<file path="config.mk">
export PLATFORM = sky130hd
export DESIGN_NAME = pgtd_apb_regs
export DESIGN_NICKNAME = d
export VERILOG_FILES = /design/src/pgtd_pkg.sv /design/src/pgtd_apb_regs.sv
export SDC_FILE = /design/constraint.sdc
export NUM_CORES = 1
export LEC_CHECK = 0
export BUFFER_PORTS_ARGS = -buffer_cell sky130_fd_sc_hd__buf_2
export CORE_MARGIN = 4
export CORE_UTILIZATION = 33
export CTS_BUF_LIST = sky130_fd_sc_hd__clkbuf_16
export DETAILED_ROUTE_END_ITERATION = 10
export GPL_TIMING_DRIVEN = 0
export HOLD_SLACK_MARGIN = 0.02
export PLACE_DENSITY = 0.83
export SYNTH_ARGS = -nofsm -noshare
export SYNTH_HDL_FRONTEND = slang
export SYNTH_SLANG_ARGS = --single-unit
export TNS_END_PERCENT = 50
</file>
<file path="constraint.sdc">
create_clock -name clk -period 0.8 [get_ports clk]
set_input_delay 0.12 -clock clk [delete_from_list [all_inputs] [get_ports clk]]
set_output_delay 0.12 -clock clk [all_outputs]
set_load 0.005 [all_outputs]
</file>
<file path="src/pgtd_pkg.sv">
`default_nettype none

package pgtd_pkg;

    localparam int VALUE_W = 16;
    localparam int IDX_W   = 11;
    localparam int CAND_W  = VALUE_W + 1;
    localparam int DATA_W  = 32;
    localparam int PADDR_W = 3;
    localparam int REG_W   = PADDR_W - 2;

    localparam logic [IDX_W-1:0]   LIMIT_RESET = 11'd1024;
    localparam logic [VALUE_W-1:0] FIRST_PRIME = 16'd2;
    localparam logic [CAND_W-1:0]  FIRST_CAND  = 17'd3;
    localparam logic [CAND_W-1:0]  CAND_STEP   = 17'd2;

    localparam logic [REG_W-1:0] REG_LIMIT = 1'b0;

    typedef struct packed {
        logic               start;
        logic [VALUE_W-1:0] dividend;
        logic [VALUE_W-1:0] divisor;
    } rem_req_t;

    typedef struct packed {
        logic done;
        logic is_zero;
    } rem_rsp_t;

endpackage

`default_nettype wire

</file>
<file path="src/pgtd_apb_regs.sv">
`default_nettype none

module pgtd_apb_regs
    import pgtd_pkg::*;
(
    input  logic               clk,
    input  logic               rst_n,
    input  logic               psel,
    input  logic               penable,
    input  logic               pwrite,
    input  logic [PADDR_W-1:0] paddr,
    input  logic [DATA_W-1:0]  pwdata,
    output logic [DATA_W-1:0]  prdata,
    output logic               pready,
    output logic [IDX_W-1:0]   limit
);

    logic [IDX_W-1:0] limit_reg;
    logic [IDX_W-1:0] limit_next;
    logic [REG_W-1:0] reg_sel;
    logic             wr_en;

    assign reg_sel = paddr[PADDR_W-1:2];
    assign pready  = 1'b1;
    assign wr_en   = psel && penable && pwrite && pready;

    always_comb
    begin
        limit_next = limit_reg;
        if (wr_en && (reg_sel == REG_LIMIT))
        begin
            limit_next = pwdata[IDX_W-1:0];
        end
    end

    always_ff @(posedge clk or negedge rst_n)
    begin
        if (!rst_n)
        begin
            limit_reg <= LIMIT_RESET;
        end
        else
        begin
            limit_reg <= limit_next;
        end
    end

    always_comb
    begin
        prdata = '0;
        if (reg_sel == REG_LIMIT)
        begin
            prdata = {{(DATA_W-IDX_W){1'b0}}, limit_reg};
        end
    end

    assign limit = limit_reg;

endmodule

`default_nettype wire

</file>
==> flow_summary.yaml, run 1 <==
hold_path:
  hold_class: "in2reg"
  whs_endpoint: "limit[7]"
  holdCritStartpoint: "pwdata[7]"
  holdPathStages: 2
worst_setup_path:
  cp_cell_sequence: "nor2b_4 > buf_2"
  reg2reg_to: "limit[4]"
  r2r_setup_slack_ns: -0.08
  cp_top_family: "flip-flops"
  critical_path_class: "reg2out"
  cp.arrival_ns: 1.00
  worstRegToRegCells: 2
  start_kind: "flop"
  crit_path_start: "limit[10]"
  cp_max_fo: 3
  worst_r2r_startpoint: "limit[4]"
  required_ns: 0.68
  critPathCaptureType: "output port"
  crit_slowest_cell: "dfstp_2"
  max_stage_delay_ns: 0.53
  path_buf_inv: 1
detailed_routing:
  via_count: 581
  drt-total-wl_um: 1750
  antenna_left: 0
  first_iter_violations: 5
  wl_per_cell_um: 11.0
  dr.pass1.iters: 2
  drt_drc_violations_left: 0
  vias_per_cell: 3.65
sta:
  fin_ws_ns: -0.321
  skew_ns: 0
  hold_violations: 0
  drv_slew: 0
  setup_viol: 31
  rsz0062_at_grt: "yes"
  period_needed_ns: 1.12
  finalCritPeriodShare_pct: 140
  fmax_ghz: 0.892
clock_tree:
  clkLatencyLatePin_ns: 0.23
  clock-sinks: 11
  ctsRootBufferMaster: "clkbuf_16"
  htreeDepth: 1
  clk_pin_slew_ns: 0.04
  cts.path.max_buffers: 2
  cts_tree: "done"
  cts_buffers: 3
power_and_ir_drop:
  p_leak_nw: 0.753
  combinationalPowerShare_pct: 37.3
  intPower_mw: 2.03
  clockPowerShare_pct: 33.6
  switching_share_pct: 23.0
  cellPowerDensity_nw_per_um2: 2110
  ir_drop_uv: 1630
  seq_power_share_pct: 29.1
  power_mw: 2.63
  power_switching_mw: 0.605
cells_and_area:
  layout.nets: 173
  fin_cells: 159
  drive_gt1_share_pct: 66.7
  mostFrequentLayoutCell: "buf_2"
  largest_reg_flops: 11
  layout_common_cells: "buf_2 (32), buf_4 (25), conb_1 (22)"
  final_cell_area_um2: 1250
  syn_to_final_growth_pct: 73.4
  num_antenna_cells: 0
logic_synthesis:
  yosysUniqueCellTypes: 11
  yosys_warnings: 0
  seq_area_frac_synth_pct: 38.4
  avgSynthCellArea_um2: 12.0
  synth_top_area_share_pct: 34.8
  ys_ff_latch: 11
  synth_top_cells_by_area: "dfrtp_1 (35%), buf_4 (23%), mux2_4 (21%)"
  synth_area_um2: 719
  yosysTopAreaCell: "dfrtp_1"
  synthCells: 60
global_route:
  grt_use_total_pct: 12.1
  grt_max_degree: 12
  antenna_found_initial: 0
  grt_first_pass_wirelength_um: 2480
  grt_pass1_vias: 546
  overflow: 0
floorplan:
  fp-row-count: 16
  coreArea_um2: 2020
  io-pin-count: 84
  die-area_um2: 2990
  start_util_pct: 35.6
  die_w_um: 54.7
  die_height_um: 54.7
placement:
  hpwl_um: 1360
  dp_cells: 145
  gp_congestion: 0.557
  port_buffers: 38
  post-place-ws_ns: -0.231
  placed_area_um2: 1020
outcome:
  violations: "setup timing"
  status: "complete, but fails checks"
run:
  maxCapViolCount: 0
[power by group through the flow]
stage | registers [mW] | clock network (mW) | logic, mW
global placement | 0.774 | 0 | 0.644
CTS | 0.754 | 0.905 | 0.866
detailed placement | 0.783 | 0 | 0.659
global route | 0.781 | 0.946 | 1.07
floorplan | 0.785 | 0 | 0.367
finish | 0.766 | 0.883 | 0.982
[worst register-to-register path, stage by stage (launching register included)]
cell and delay (ns):
dfrtp_1 0.38, buf_4 0.13, mux2_4 0.25
[layer usage]
metal / wire, µm / global-route usage [%] / vias up
li1: - / - / 292
met1: 627 / 12.0 / 252
met2: 956 / 23.6 / 37
met3: 164 / 4.09 / 0
met4: 0 / 2.49 / 0
met5: 0 / 0 / -
[kinds of logic (layout without fill, tap and decap cells)]
logic type | after synthesis | after routing | synth area share, %
DFF | 11 | 11 | 38.4
other | 2 | 22 | 1.04
and+or+nand+nor | 12 | 12 | 13.0
buffers and inverters | 24 | 76 | 25.0
muxes | 11 | 11 | 22.4
[cells in the mapped netlist]
master and instances:
buf_4 22, dfrtp_1 10, mux2_4 10, nor2b_1 10, conb_1 2, and2b_1 1
buf_6 1, clkbuf_1 1, dfstp_2 1, mux2_2 1, nand4b_4 1
[final cells by class]
| cell class | count | area, µm² |
|---|---|---|
| timing repair buffer | 48 | 328 |
| multi-input combinational | 45 | 349 |
| sequential | 11 | 277 |
| tap | 27 | 33.8 |
| buffer | 24 | 181 |
| clock buffer | 3 | 75.1 |
| clock inverter | 1 | 3.75 |
| fill | 184 | 774 |
[how the worst max path moves through the flow]
| stage | end | cells after the start |
|---|---|---|
| after floorplan | limit[0] | 3 |
| after global placement | limit[1] | 4 |
| after detailed placement | limit[4] | 4 |
| after CTS | prdata[10] | 2 |
| after global routing | prdata[10] | 2 |
| final | prdata[10] | 2 |
[through the flow]
step	setup TNS, ns	hold WS, ns	utilization [%]
6_report	-4.21	0.116	61.7
5_1_grt	-5.11	0.119	61.7
4_1_cts	-4.22	0.115	58.7
3_5_place_dp	-3.61	0.00526	50.4
3_3_place_gp	-2.95	0.000197	50.4
2_1_floorplan	-0.437	-0.176	-
[repair_timing]
item                                   in CTS  in global routing
buffers inserted                            8                  1
gates resized for setup                     4                 12
hold buffers                                1                  0
gates cloned                                0                  0
pin swaps                                   0                  0
setup endpoints to repair                  22                 30
endpoints found under the hold margin      11                  0
No activity file was read; power rests on OpenSTA's default activity.
==> run 2, diff against run 1 <==
Settings changed: CORE_UTILIZATION 33 to 29, PLACE_DENSITY 0.83 to 0.77.
Clock period 0.8 ns to 1 ns, I/O delays scaled along.
==> run 2 against run 1 <==
  * The run still ends with setup timing left
  * Sequential power is 21% lower
  * Die area is 12% higher
  * Final cell count is 2.5% higher
  * Clock-buffer cell count stayed put
  * Power is 24% lower
  * Via count is 2.2% higher
  * Sequential share of layout area is 0.88 points higher
  * Non-clock buffer count is 3 higher
  * Routed wire length is 3.0% lower
  * Critical path type unchanged
==> flow_summary.yaml, run 2 (synthesis gave the netlist of run 1 again) <==
outcome:
  status: "complete, but fails checks"
  violations: "setup timing"
hold_path:
  hold_class: "in2reg"
worst_setup_path:
  start_kind: "flop"
  critPathCaptureType: "output port"
  crit_slowest_cell: "dfstp_2"
  cp-endpoint: "prdata[10]"
  max_stage_delay_ns: 0.52
  worstRegToRegCells: 3
  required_ns: 0.85
  crit_path_start: "limit[10]"
  cp_max_fo: 3
  r2r_setup_slack_ns: 0.01
  cp.arrival_ns: 0.98
  critical_path_class: "reg2out"
  worst_r2r_startpoint: "limit[8]"
  cp_cell_sequence: "nor2b_1 > buf_2"
  reg2reg_to: "limit[8]"
power_and_ir_drop:
  cellPowerDensity_nw_per_um2: 1670
  intPower_mw: 1.54
  combinationalPowerShare_pct: 34.7
  p_leak_nw: 0.740
  clockPowerShare_pct: 35.0
  seq_power_share_pct: 30.3
  ir_drop_uv: 1560
  power_mw: 2.00
  power_switching_mw: 0.455
  switching_share_pct: 22.7
clock_tree:
  cts_tree: "done"
  clk_pin_slew_ns: 0.04
  cts.path.max_buffers: 2
  htreeDepth: 1
  clock-sinks: 11
  ctsRootBufferMaster: "clkbuf_16"
  cts_buffers: 3
  clkLatencyLatePin_ns: 0.23
placement:
  gp_congestion: 0.651
  post-place-ws_ns: -0.0453
  dp_cells: 146
  port_buffers: 38
detailed_routing:
  vias_per_cell: 3.64
  antenna_left: 0
  drt_drc_violations_left: 0
  drt-total-wl_um: 1700
  first_iter_violations: 15
  via_count: 594
  dr.pass1.iters: 2
  wl_per_cell_um: 10.4
cells_and_area:
  fill_cells: 216
  layout.nets: 176
  mostFrequentLayoutCell: "buf_2"
  largest_reg_flops: 11
  drive_gt1_share_pct: 66.7
  layout_common_cells: "buf_2 (38), buf_4 (34), conb_1 (22)"
  syn_to_final_growth_pct: 66.8
  fin_cells: 163
  num_antenna_cells: 0
floorplan:
  coreArea_um2: 2280
  die_height_um: 57.8
  die-area_um2: 3340
  fp-row-count: 17
  start_util_pct: 31.6
  die_w_um: 57.8
  io-pin-count: 84
sta:
  hold_violations: 0
  rsz0062_at_grt: "yes"
  setup_viol: 11
  finalCritPeriodShare_pct: 113
  period_needed_ns: 1.13
  fmax_ghz: 0.884
  skew_ns: 0
  fin_ws_ns: -0.132
  fin_hold_ws_ns: 0.146
  drv_slew: 0
global_route:
  grt_first_pass_wirelength_um: 2650
  overflow: 0
  grt_pass1_vias: 577
  grt_max_degree: 12
  grt_use_total_pct: 10.3
  antenna_found_initial: 0
run:
  maxCapViolCount: 0
[run 2: cell count changes in the layout (fill, tap and decap cells not counted)]
| cell | delta |
|---|---|
| buf_2 | +6 |
| buf_4 | +9 |
| buf_6 | -12 |
| mux2_2 | +1 |
| mux2_4 | -1 |
| nor2b_1 | +1 |
| nor2b_4 | -1 |
[run 2: critical path: cells and delay by family (launching register included)]
family | cells | cell delay, ns
and+or+nand+nor | 1 | 0.11
buffers and inverters | 1 | 0.11
DFF | 1 | 0.52
[run 2: worst min path at each step]
stage / cells past startpoint / start / to / slack [ns]
after floorplan: 0 / rst_n / limit[0] / -0.15
after global placement: 1 / rst_n / limit[6] / 0.03
after detailed placement: 1 / rst_n / limit[9] / 0.03
after CTS: 2 / pwdata[1] / limit[1] / 0.15
after global routing: 2 / pwdata[0] / limit[0] / 0.15
final: 2 / pwdata[0] / limit[0] / 0.15
[run 2: per-stage QoR]
stage | instance area (µm²) | utilization, % | setup TNS, ns
2_1_floorplan | 795 | - | 0
3_3_place_gp | 1020 | 44.8 | -0.216
3_5_place_dp | 1020 | 44.8 | -0.496
4_1_cts | 1150 | 50.7 | -0.449
5_1_grt | 1200 | 52.7 | -0.889
6_report | 1200 | 52.7 | -0.296
[run 2: layout make-up]
type                    instances  area, µm²  share of cell area [%]
flip-flops and latches         11        277                    23.0
well taps                      28       35.0                    2.92
clock buffers                   3       75.1                    6.26
multi-input cells              45        338                    28.2
repair buffers                 51        290                    24.2
clock inverters                 1       3.75                   0.313
plain buffers                  24        181                    15.1
[run 2: power groups by stage]
stage          Clock (mW)  Combinational [mW]  Sequential, mW
2_1_floorplan           0               0.294           0.628
3_3_place_gp            0               0.513           0.623
3_5_place_dp            0               0.524           0.633
4_1_cts             0.713               0.617           0.615
5_1_grt             0.740               0.754           0.622
6_report            0.700               0.693           0.607
[run 2: layer usage]
layer,vias to the layer above,part of all wire (%),GRT usage (%)
met1,255,32,10.2
met4,0,0,0.993
li1,299,-,-
met3,0,15,5.35
met2,40,53,19.5
met5,-,0,0
[run 2: timing repair]
action	in CTS	in global routing
setup buffers	6	6
hold buffers	1	0
gates resized for setup	1	0
hold endpoints to repair	10	0
pin swaps	0	0
setup endpoints to repair	12	16
