### src/pgtd_pkg.sv
`default_nettype none

package pgtd_pkg;

    localparam int VALUE_W = 16;
    localparam int IDX_W   = 11;
    localparam int CAND_W  = VALUE_W + 1;
    localparam int DATA_W  = 32;
    localparam int PADDR_W = 3;
    localparam int REG_W   = PADDR_W - 2;

    localparam logic [IDX_W-1:0]   LIMIT_RESET = 11'd1024;
    localparam logic [VALUE_W-1:0] FIRST_PRIME = 16'd2;
    localparam logic [CAND_W-1:0]  FIRST_CAND  = 17'd3;
    localparam logic [CAND_W-1:0]  CAND_STEP   = 17'd2;

    localparam logic [REG_W-1:0] REG_LIMIT = 1'b0;

    typedef struct packed {
        logic               start;
        logic [VALUE_W-1:0] dividend;
        logic [VALUE_W-1:0] divisor;
    } rem_req_t;

    typedef struct packed {
        logic done;
        logic is_zero;
    } rem_rsp_t;

endpackage

`default_nettype wire

### src/pgtd_rem_unit.sv
`default_nettype none

// Restoring remainder, one quotient bit per cycle.
module pgtd_rem_unit
    import pgtd_pkg::*;
(
    input  logic     clk,
    input  logic     rst_n,
    input  rem_req_t rem_req,
    output rem_rsp_t rem_rsp
);

    localparam int STEP_W = $clog2(VALUE_W);
    localparam logic [STEP_W-1:0] LAST_STEP = STEP_W'(VALUE_W - 1);

    logic               busy_reg;
    logic               busy_next;
    logic [STEP_W-1:0]  step_reg;
    logic [STEP_W-1:0]  step_next;
    logic               done_reg;
    logic               done_next;
    logic               zero_reg;
    logic               zero_next;
    logic [VALUE_W-1:0] rem_reg;
    logic [VALUE_W-1:0] rem_next;
    logic [VALUE_W-1:0] dvd_reg;
    logic [VALUE_W-1:0] dvd_next;
    logic [VALUE_W-1:0] dvs_reg;
    logic [VALUE_W-1:0] dvs_next;
    logic [VALUE_W:0]   trial;
    logic [VALUE_W:0]   diff;
    logic [VALUE_W-1:0] rem_step;

    assign trial    = {rem_reg, dvd_reg[VALUE_W-1]};
    assign diff     = trial - {1'b0, dvs_reg};
    assign rem_step = diff[VALUE_W] ? trial[VALUE_W-1:0] : diff[VALUE_W-1:0];

    always_comb
    begin
        busy_next = busy_reg;
        step_next = step_reg;
        done_next = 1'b0;
        zero_next = zero_reg;
        rem_next  = rem_reg;
        dvd_next  = dvd_reg;
        dvs_next  = dvs_reg;
        if (busy_reg)
        begin
            rem_next  = rem_step;
            dvd_next  = {dvd_reg[VALUE_W-2:0], 1'b0};
            step_next = step_reg + 1'b1;
            if (step_reg == LAST_STEP)
            begin
                busy_next = 1'b0;
                done_next = 1'b1;
                zero_next = (rem_step == '0);
            end
        end
        else if (rem_req.start)
        begin
            busy_next = 1'b1;
            step_next = '0;
            rem_next  = '0;
            dvd_next  = rem_req.dividend;
            dvs_next  = rem_req.divisor;
        end
    end

    always_ff @(posedge clk or negedge rst_n)
    begin
        if (!rst_n)
        begin
            busy_reg <= 1'b0;
            step_reg <= '0;
            done_reg <= 1'b0;
        end
        else
        begin
            busy_reg <= busy_next;
            step_reg <= step_next;
            done_reg <= done_next;
        end
    end

    always_ff @(posedge clk)
    begin
        zero_reg <= zero_next;
        rem_reg  <= rem_next;
        dvd_reg  <= dvd_next;
        dvs_reg  <= dvs_next;
    end

    assign rem_rsp.done    = done_reg;
    assign rem_rsp.is_zero = zero_reg;

    assert property (@(posedge clk) disable iff (!rst_n)
        rem_rsp.done |-> !busy_reg)
        else $error("remainder done while still stepping");

    assert property (@(posedge clk) disable iff (!rst_n)
        rem_rsp.done |-> $past(busy_reg))
        else $error("remainder done without a division in flight");

    assert property (@(posedge clk) disable iff (!rst_n)
        busy_reg |-> rem_reg < dvs_reg || dvs_reg == '0)
        else $error("partial remainder not below divisor");

endmodule

`default_nettype wire

### config.mk
export PLATFORM = sky130hd
export DESIGN_NAME = pgtd_rem_unit
export DESIGN_NICKNAME = d
export VERILOG_FILES = /design/src/pgtd_pkg.sv /design/src/pgtd_rem_unit.sv
export SDC_FILE = /design/constraint.sdc
export NUM_CORES = 1
export LEC_CHECK = 0
export BUFFER_PORTS_ARGS = -buffer_cell sky130_fd_sc_hd__buf_2
export CAP_MARGIN = 20
export CORE_MARGIN = 5
export CORE_UTILIZATION = 45
export CTS_BUF_LIST = sky130_fd_sc_hd__clkbuf_4
export CTS_CLUSTER_DIAMETER = 40
export DETAILED_ROUTE_END_ITERATION = 7
export PLACE_DENSITY = 0.68
export REMOVE_ABC_BUFFERS = 1
export SLEW_MARGIN = 10
export SYNTH_ARGS = -nofsm -noshare
export SYNTH_HDL_FRONTEND = slang
export SYNTH_SLANG_ARGS = --single-unit
### constraint.sdc
create_clock -name clk -period 2.69 [get_ports clk]
set_input_delay 0.1345 -clock clk [delete_from_list [all_inputs] [get_ports clk]]
set_output_delay 0.1345 -clock clk [all_outputs]
set_load 0.05 [all_outputs]
==> results of run 1 <==
-- cells by family (layout without fill, tap and decap cells) --
| group | count (synthesis) | in the layout | synth area share, % |
|---|---|---|---|
| xor gates and xnor gates | 9 | 9 | 2.43 |
| muxes | 15 | 15 | 4.67 |
| adders and majority gates | 18 | 18 | 7.17 |
| AOI/OAI and AO/OA | 74 | 74 | 17.2 |
| buffers and inverters | 39 | 122 | 5.48 |
| DFF | 55 | 55 | 49.7 |
| and+or+nand+nor | 76 | 78 | 13.3 |
-- routing by layer --
metal  global-route usage, %  wire length, µm  vias up
li1                        -                -     1234
met1                    22.6             3290     1194
met2                    27.5             3450       52
met3                    1.51              227       11
met4                    5.29              123        0
met5                       0                0        -
-- final timing paths --
kind,from,to,depth (start not counted)
max,dvd_reg[15],zero_reg,11
min,rem_req[32],dvd_reg[0],3
max reg2reg,dvd_reg[15],zero_reg,11
min reg2reg,dvd_reg[0],dvd_reg[0],2
max in group asynchronous,rst_n,step_reg[3],2
min in group asynchronous,rst_n,busy_reg,2
-- metrics by stage --
step	TNS [ns]	util [%]	instance area [µm²]	cells	worst slack (ns)
after floorplan	-0.0380	-	3170	274	-0.0380
after global placement	-1.44	51.7	3690	438	-0.125
after detailed placement	-2.73	51.7	3690	438	-0.259
after CTS	-0.837	56.1	4000	468	-0.123
after global routing	-1.81	56.6	4040	470	-0.184
final	-0.270	56.6	4040	470	-0.0905
-- area by class of cell --
cell class,instances,area (µm²)
well taps,99,124
flip-flops and latches,55,1610
inverters,27,101
fillers,637,3100
clock buffers,5,37.5
repair buffers,87,608
clock inverters,3,42.5
multi-input cells,194,1510
-- synth_stat cells (2+ instances only) --
master	instances
a31oi_1	2
buf_4	3
nor2b_1	12
nand4_1	2
mux2i_1	14
clkbuf_1	6
edfxtp_1	48
ha_1	17
nand2b_1	2
nor4_1	4
nand2_1	10
xnor2_1	5
o21ai_0	14
dfrtp_1	6
o31a_1	2
nor3_1	4
a22o_1	18
a211oi_1	2
o21a_1	4
o211a_1	2
a21oi_2	3
nand3_1	5
nor2_1	16
inv_1	27
a21oi_1	13
xor2_1	4
and2_1	5
nor3b_1	2
-- power groups by stage --
stage / Sequential [mW] / Combinational, mW / Clock (mW)
2_1_floorplan: 1.57 / 1.89 / 0
3_3_place_gp: 1.59 / 2.66 / 0
3_5_place_dp: 1.60 / 2.70 / 0
4_1_cts: 1.59 / 2.87 / 0.460
5_1_grt: 1.62 / 3.23 / 0.503
6_report: 1.59 / 2.96 / 0.451
-- worst reg2reg max path, stage by stage, from the launching register on --
cell and delay, ns:
edfxtp_1 0.43, inv_1 0.08, ha_2 0.19, fa_2 0.23
nor2b_4 0.06, o31ai_4 0.18, a311o_2 0.25, a21oi_2 0.07
or4_4 0.51, and2_4 0.22, o32a_1 0.31, a21oi_2 0.11
-- timing repair --
| item | CTS | global route |
|---|---|---|
| buffers inserted | 2 | 2 |
| endpoints found under the setup margin | 17 | 17 |
| hold buffers | 18 | 0 |
| gates resized for setup | 7 | 5 |
| cloned | 2 | 0 |
| pin swaps | 8 | 5 |
| endpoints found under the hold margin | 23 | 0 |
==> flow_summary_export.csv, run 1 <==
group,metric,value,unit
route,wl,7090,µm
floorplanning,dieArea,9010,µm²
setup_path,path_class,"reg -> reg",
power,p_leak,1.73,nW
clocking,tritoncts,"done",
final_layout,most_common_cell_after_layout_fill_and_taps_aside,"edfxtp_1",
final_layout,total_nets_final,423,
setup_path,cp_num_buf_inv,1,
clocking,root_buffer,"clkbuf_4",
global_routing,global_route.overflow_total,0,
global_routing,gr-usage-all-layers,16.5,%
yosys,ys_seq_area_share,49.7,%
yosys,synthesis.area_per_instance,11.3,µm²
power,share_of_total_power_consumed_by_net_switching,39.7,%
route,post_drt_via_cell_ratio,5.30,
power,pwr-share-clk,9.0,%
setup_path,worst_path_dominant_cell_family,"compound AO/OA/AOI/OAI gates",
run_status,status,"complete, but fails checks",
route,vias,2491,
clocking,cts_num_sinks,55,
clocking,cts_buffers,5,
power,worst_ir_drop_vdd,0.647,mV
yosys,synth_largest_area_cell,"edfxtp_1",
run_status,violations,"negative setup slack",
min_path,type_of_the_worst_min_delay_path,"in -> reg",
global_routing,wire_length_of_the_first_global_routing_pass,11700,µm
setup_path,cp_common_cell,"a21oi_2",
timing,setup_violations,11,
route,postRouteAntennaNets,0,
clocking,clock_latency,0.37,ns
setup_path,end_kind,"flop",
final_layout,layout-area-overhead-vs-synth,24.5,%
route,drt_iter0_markers,82,
setup_path,path_max_fanout,6,
timing,max_transition_viols_final,0,
setup_path,critical_path_arrival,3.01,ns
route,count_of_tritonroute_iterations_in_the_first_routing_pass,4,
timing,grt_setup_unrepaired,"yes",
yosys,ys_dominant_reg_cell,"edfxtp_1",
yosys,synth_cell_type_count,62,
timing,worst_pin_slew,0.559,ns
yosys,ys_ff_latch,55,
placed_design,place.port_buffers,36,
timing,final_period_minus_worst_setup_slack,2.78,ns
clocking,clk_path_buf_depth,2,
floorplanning,fp-row-count,31,
yosys,synth_top_cells_by_area,"edfxtp_1 (44%), ha_1 (6.6%), a22o_1 (4.9%)",
setup_path,crit_path_cell_trace,"inv_1, ha_2, fa_2, nor2b_4, o31ai_4, a311o_2, a21oi_2, or4_4, and2_4, o32a_1, a21oi_2",
yosys,synth_cells,286,
route,wl_per_cell,15.1,µm
timing,post-route-period-util,103,%
setup_path,slowest_delay,0.51,ns
floorplanning,die_w,94.9,µm
floorplanning,starting_utilization_of_the_core_area,45.5,%
run,max_cap_viol_count,0,
yosys,yosys_warns,0,
yosys,synth.cell_area,3240,µm²
power,share_of_power_burned_in_combinational_logic,59.2,%
global_routing,vias_in_the_first_global_route,2545,
timing,fmaxAchievable,360,MHz
placed_design,detailedPlacementHpwl,5150,µm
power,power_report.internal_total,3.02,mW
clocking,clkSlewWorstSetupHoldPaths,0.16,ns
setup_path,required,2.92,ns
timing,finClkSkew,0.00893,ns
floorplanning,area_of_the_core_region,7140,µm²
final_layout,drive_gt1_share,26.1,%
timing,timing_hold_violations_final,0,
final_layout,n_antenna_cell,0,
global_routing,number_of_antenna_violations_at_the_first_check_in_global_routing,0,
route,drt_drc_violations_left,0,
placed_design,gpl.final_weighted_congestion,0.921,
timing,post-route-worst-setup-slack,-0.0905,ns
setup_path,worstSetupStartpointType,"flop",
yosys,synth.top_cell.area_share,44.4,%
power,total_power,5.00,mW
power,netSwitchingPower,1.99,mW
floorplanning,top_level_ports,37,
yosys,synth_async_sr_flop_share,10.9,%
final_layout,highest_count_cells_in_the_layout_ignoring_fill_and_taps,"edfxtp_1 (48), buf_2 (36), buf_4 (33)",
yosys,synth_edf_count,48,
floorplanning,die_h,94.9,µm
timing,timing.slew.headroom,62.5,%
power,pwr_density_cell,1240,nW/µm²
global_routing,grt_start_max_net_pins,32,
power,seq_power_share,31.8,%
setup_path,critPathSlowestCell,"or4_4",
clocking,cts_htree_levels,2,
setup_path,setup_slack_of_the_worst_register_to_register_path,-0.09,ns
timing,holdWs,0.0344,ns
No activity file was read; power rests on OpenSTA's default activity.
==> inputs of run 2 (changes only) <==
--- a/config.mk
+++ b/config.mk
@@ -8,11 +8,11 @@
 export BUFFER_PORTS_ARGS = -buffer_cell sky130_fd_sc_hd__buf_2
 export CAP_MARGIN = 20
 export CORE_MARGIN = 5
-export CORE_UTILIZATION = 45
+export CORE_UTILIZATION = 55
 export CTS_BUF_LIST = sky130_fd_sc_hd__clkbuf_4
 export CTS_CLUSTER_DIAMETER = 40
 export DETAILED_ROUTE_END_ITERATION = 7
-export PLACE_DENSITY = 0.68
+export PLACE_DENSITY = 0.81
 export REMOVE_ABC_BUFFERS = 1
 export SLEW_MARGIN = 10
 export SYNTH_ARGS = -nofsm -noshare
==> run 2 against run 1 <==
  * The run still ends with negative setup slack left
  * Non-clock buffer count fell by 4
  * Hold slack improved by 0.00086 ns
  * Largest cell class unchanged
  * Count of clock-buffer cells in the layout rose by 2
==> flow_summary_export.csv, run 2 (same netlist as run 1, synthesis figures left out) <==
group,metric,value,unit
floorplanning,starting_utilization_of_the_core_area,55.8,%
clocking,cts_htree_levels,2,
final_layout,drive_gt1_share,26.4,%
clocking,clock_latency,0.37,ns
setup_path,path_class,"reg -> reg",
placed_design,dpl_worst_slack,-0.213,ns
clocking,clk_path_buf_depth,2,
final_layout,nFillCells,415,
timing,setup_total_negative_slack,-0.835,ns
power,total_power,5.22,mW
setup_path,critical_path_arrival,3.11,ns
route,vias,2699,
floorplanning,die_w,86.8,µm
route,wl,8350,µm
floorplanning,die_h,86.8,µm
floorplanning,fp-row-count,28,
setup_path,end_kind,"flop",
floorplanning,dieArea,7540,µm²
timing,final_period_minus_worst_setup_slack,2.88,ns
final_layout,highest_count_cells_in_the_layout_ignoring_fill_and_taps,"edfxtp_1 (48), buf_2 (36), buf_4 (28)",
timing,fmaxAchievable,347,MHz
placed_design,detailedPlacementHpwl,5150,µm
final_layout,total_nets_final,420,
timing,timing.slew.headroom,65.5,%
global_routing,global_route.overflow_total,0,
clocking,cts_buffers,5,
timing,grt_setup_unrepaired,"yes",
global_routing,grt_start_max_net_pins,32,
timing,max_transition_viols_final,0,
clocking,clkSlewWorstSetupHoldPaths,0.14,ns
timing,finClkSkew,0.0145,ns
timing,post-route-worst-setup-slack,-0.189,ns
run,max_cap_viol_count,0,
global_routing,number_of_antenna_violations_at_the_first_check_in_global_routing,0,
power,worst_ir_drop_vdd,0.817,mV
setup_path,path_max_fanout,4,
run_status,status,"complete, but fails checks",
placed_design,gpl.final_weighted_congestion,0.884,
floorplanning,top_level_ports,37,
run_status,violations,"negative setup slack",
timing,post-route-period-util,107,%
setup_path,worstSetupStartpointType,"flop",
floorplanning,area_of_the_core_region,5820,µm²
power,p_leak,1.72,nW
final_layout,final_core_util,69.1,%
timing,setup_violations,15,
timing,timing_hold_violations_final,0,
route,wl_per_cell,18.8,µm
route,post_drt_via_cell_ratio,6.09,
final_layout,layout-area-overhead-vs-synth,23.9,%
placed_design,place.port_buffers,36,
clocking,root_buffer,"clkbuf_4",
global_routing,vias_in_the_first_global_route,2696,
route,drt_drc_violations_left,0,
min_path,type_of_the_worst_min_delay_path,"in -> reg",
clocking,cts_num_sinks,55,
route,postRouteAntennaNets,0,
final_layout,most_common_cell_after_layout_fill_and_taps_aside,"edfxtp_1",
setup_path,required,2.92,ns
clocking,tritoncts,"done",
global_routing,gr-usage-all-layers,22.4,%
timing,worst_pin_slew,0.516,ns
final_layout,n_antenna_cell,0,
route,drt_iter0_markers,219,
power,pwr_density_cell,1300,nW/µm²
route,count_of_tritonroute_iterations_in_the_first_routing_pass,5,
global_routing,wire_length_of_the_first_global_routing_pass,13000,µm
run 2: layer usage:
layer,global-route usage (%),vias up,part of all wire (%)
met5,0,-,0
met4,8.22,0,2.6
met3,3.14,21,8.1
met2,39.4,163,51
met1,27.9,1285,38
li1,-,1230,-
run 2: timing repair:
item / in CTS / in global routing
pin swaps: 3 / 5
resized for setup: 7 / 9
setup buffers: 3 / 1
hold buffers: 18 / 0
hold endpoints to repair: 23 / 0
gates cloned: 2 / 1
endpoints found under the setup margin: 17 / 17
run 2: path summary, 6_finish.rpt:
check | startpoint | to | slack (ns) | cells after the start
max | rem_reg[9] | zero_reg | -0.19 | 9
min | rem_req[22] | dvd_reg[6] | 0.04 | 2
max reg2reg | rem_reg[9] | zero_reg | -0.19 | 9
min reg2reg | step_reg[1] | step_reg[1] | 0.55 | 1
max in group asynchronous | rst_n | step_reg[3] | 2.44 | 2
min in group asynchronous | rst_n | step_reg[2] | 0.11 | 2
run 2: critical path, stage by stage (launching register included):
cell and delay, ns:
edfxtp_1 0.47, ha_1 0.36, nand3_2 0.14, or2_0 0.24
a311o_2 0.40, nand4_1 0.10, or3b_4 0.41, nor4b_4 0.29
nand4_1 0.16, a21oi_2 0.17
run 2: layout make-up:
cell class | count | area, µm² | area share [%]
tap | 75 | 93.8 | 2.33
multi-input combinational | 195 | 1540 | 38.3
clock buffer | 7 | 52.6 | 1.31
inverter | 27 | 101 | 2.52
timing repair buffer | 83 | 591 | 14.7
clock inverter | 1 | 30.0 | 0.747
sequential | 55 | 1610 | 40.1
run 2: metrics by stage:
stage                     hold slack [ns]  std cells  area, µm²
final                              0.0353        443       4020
after floorplan                    -0.161        274       3170
after global routing               0.0282        443       4020
after CTS                          0.0229        441       3980
after global placement            -0.0402        410       3640
after detailed placement          -0.0363        410       3640
run 2: report_power, final:
group | internal (mW) | leakage, nW | switching [mW] | total, mW
sequential | 1.38 | 0.576 | 0.227 | 1.61
combinational | 1.45 | 1.10 | 1.69 | 3.15
clock | 0.218 | 0.0463 | 0.245 | 0.462
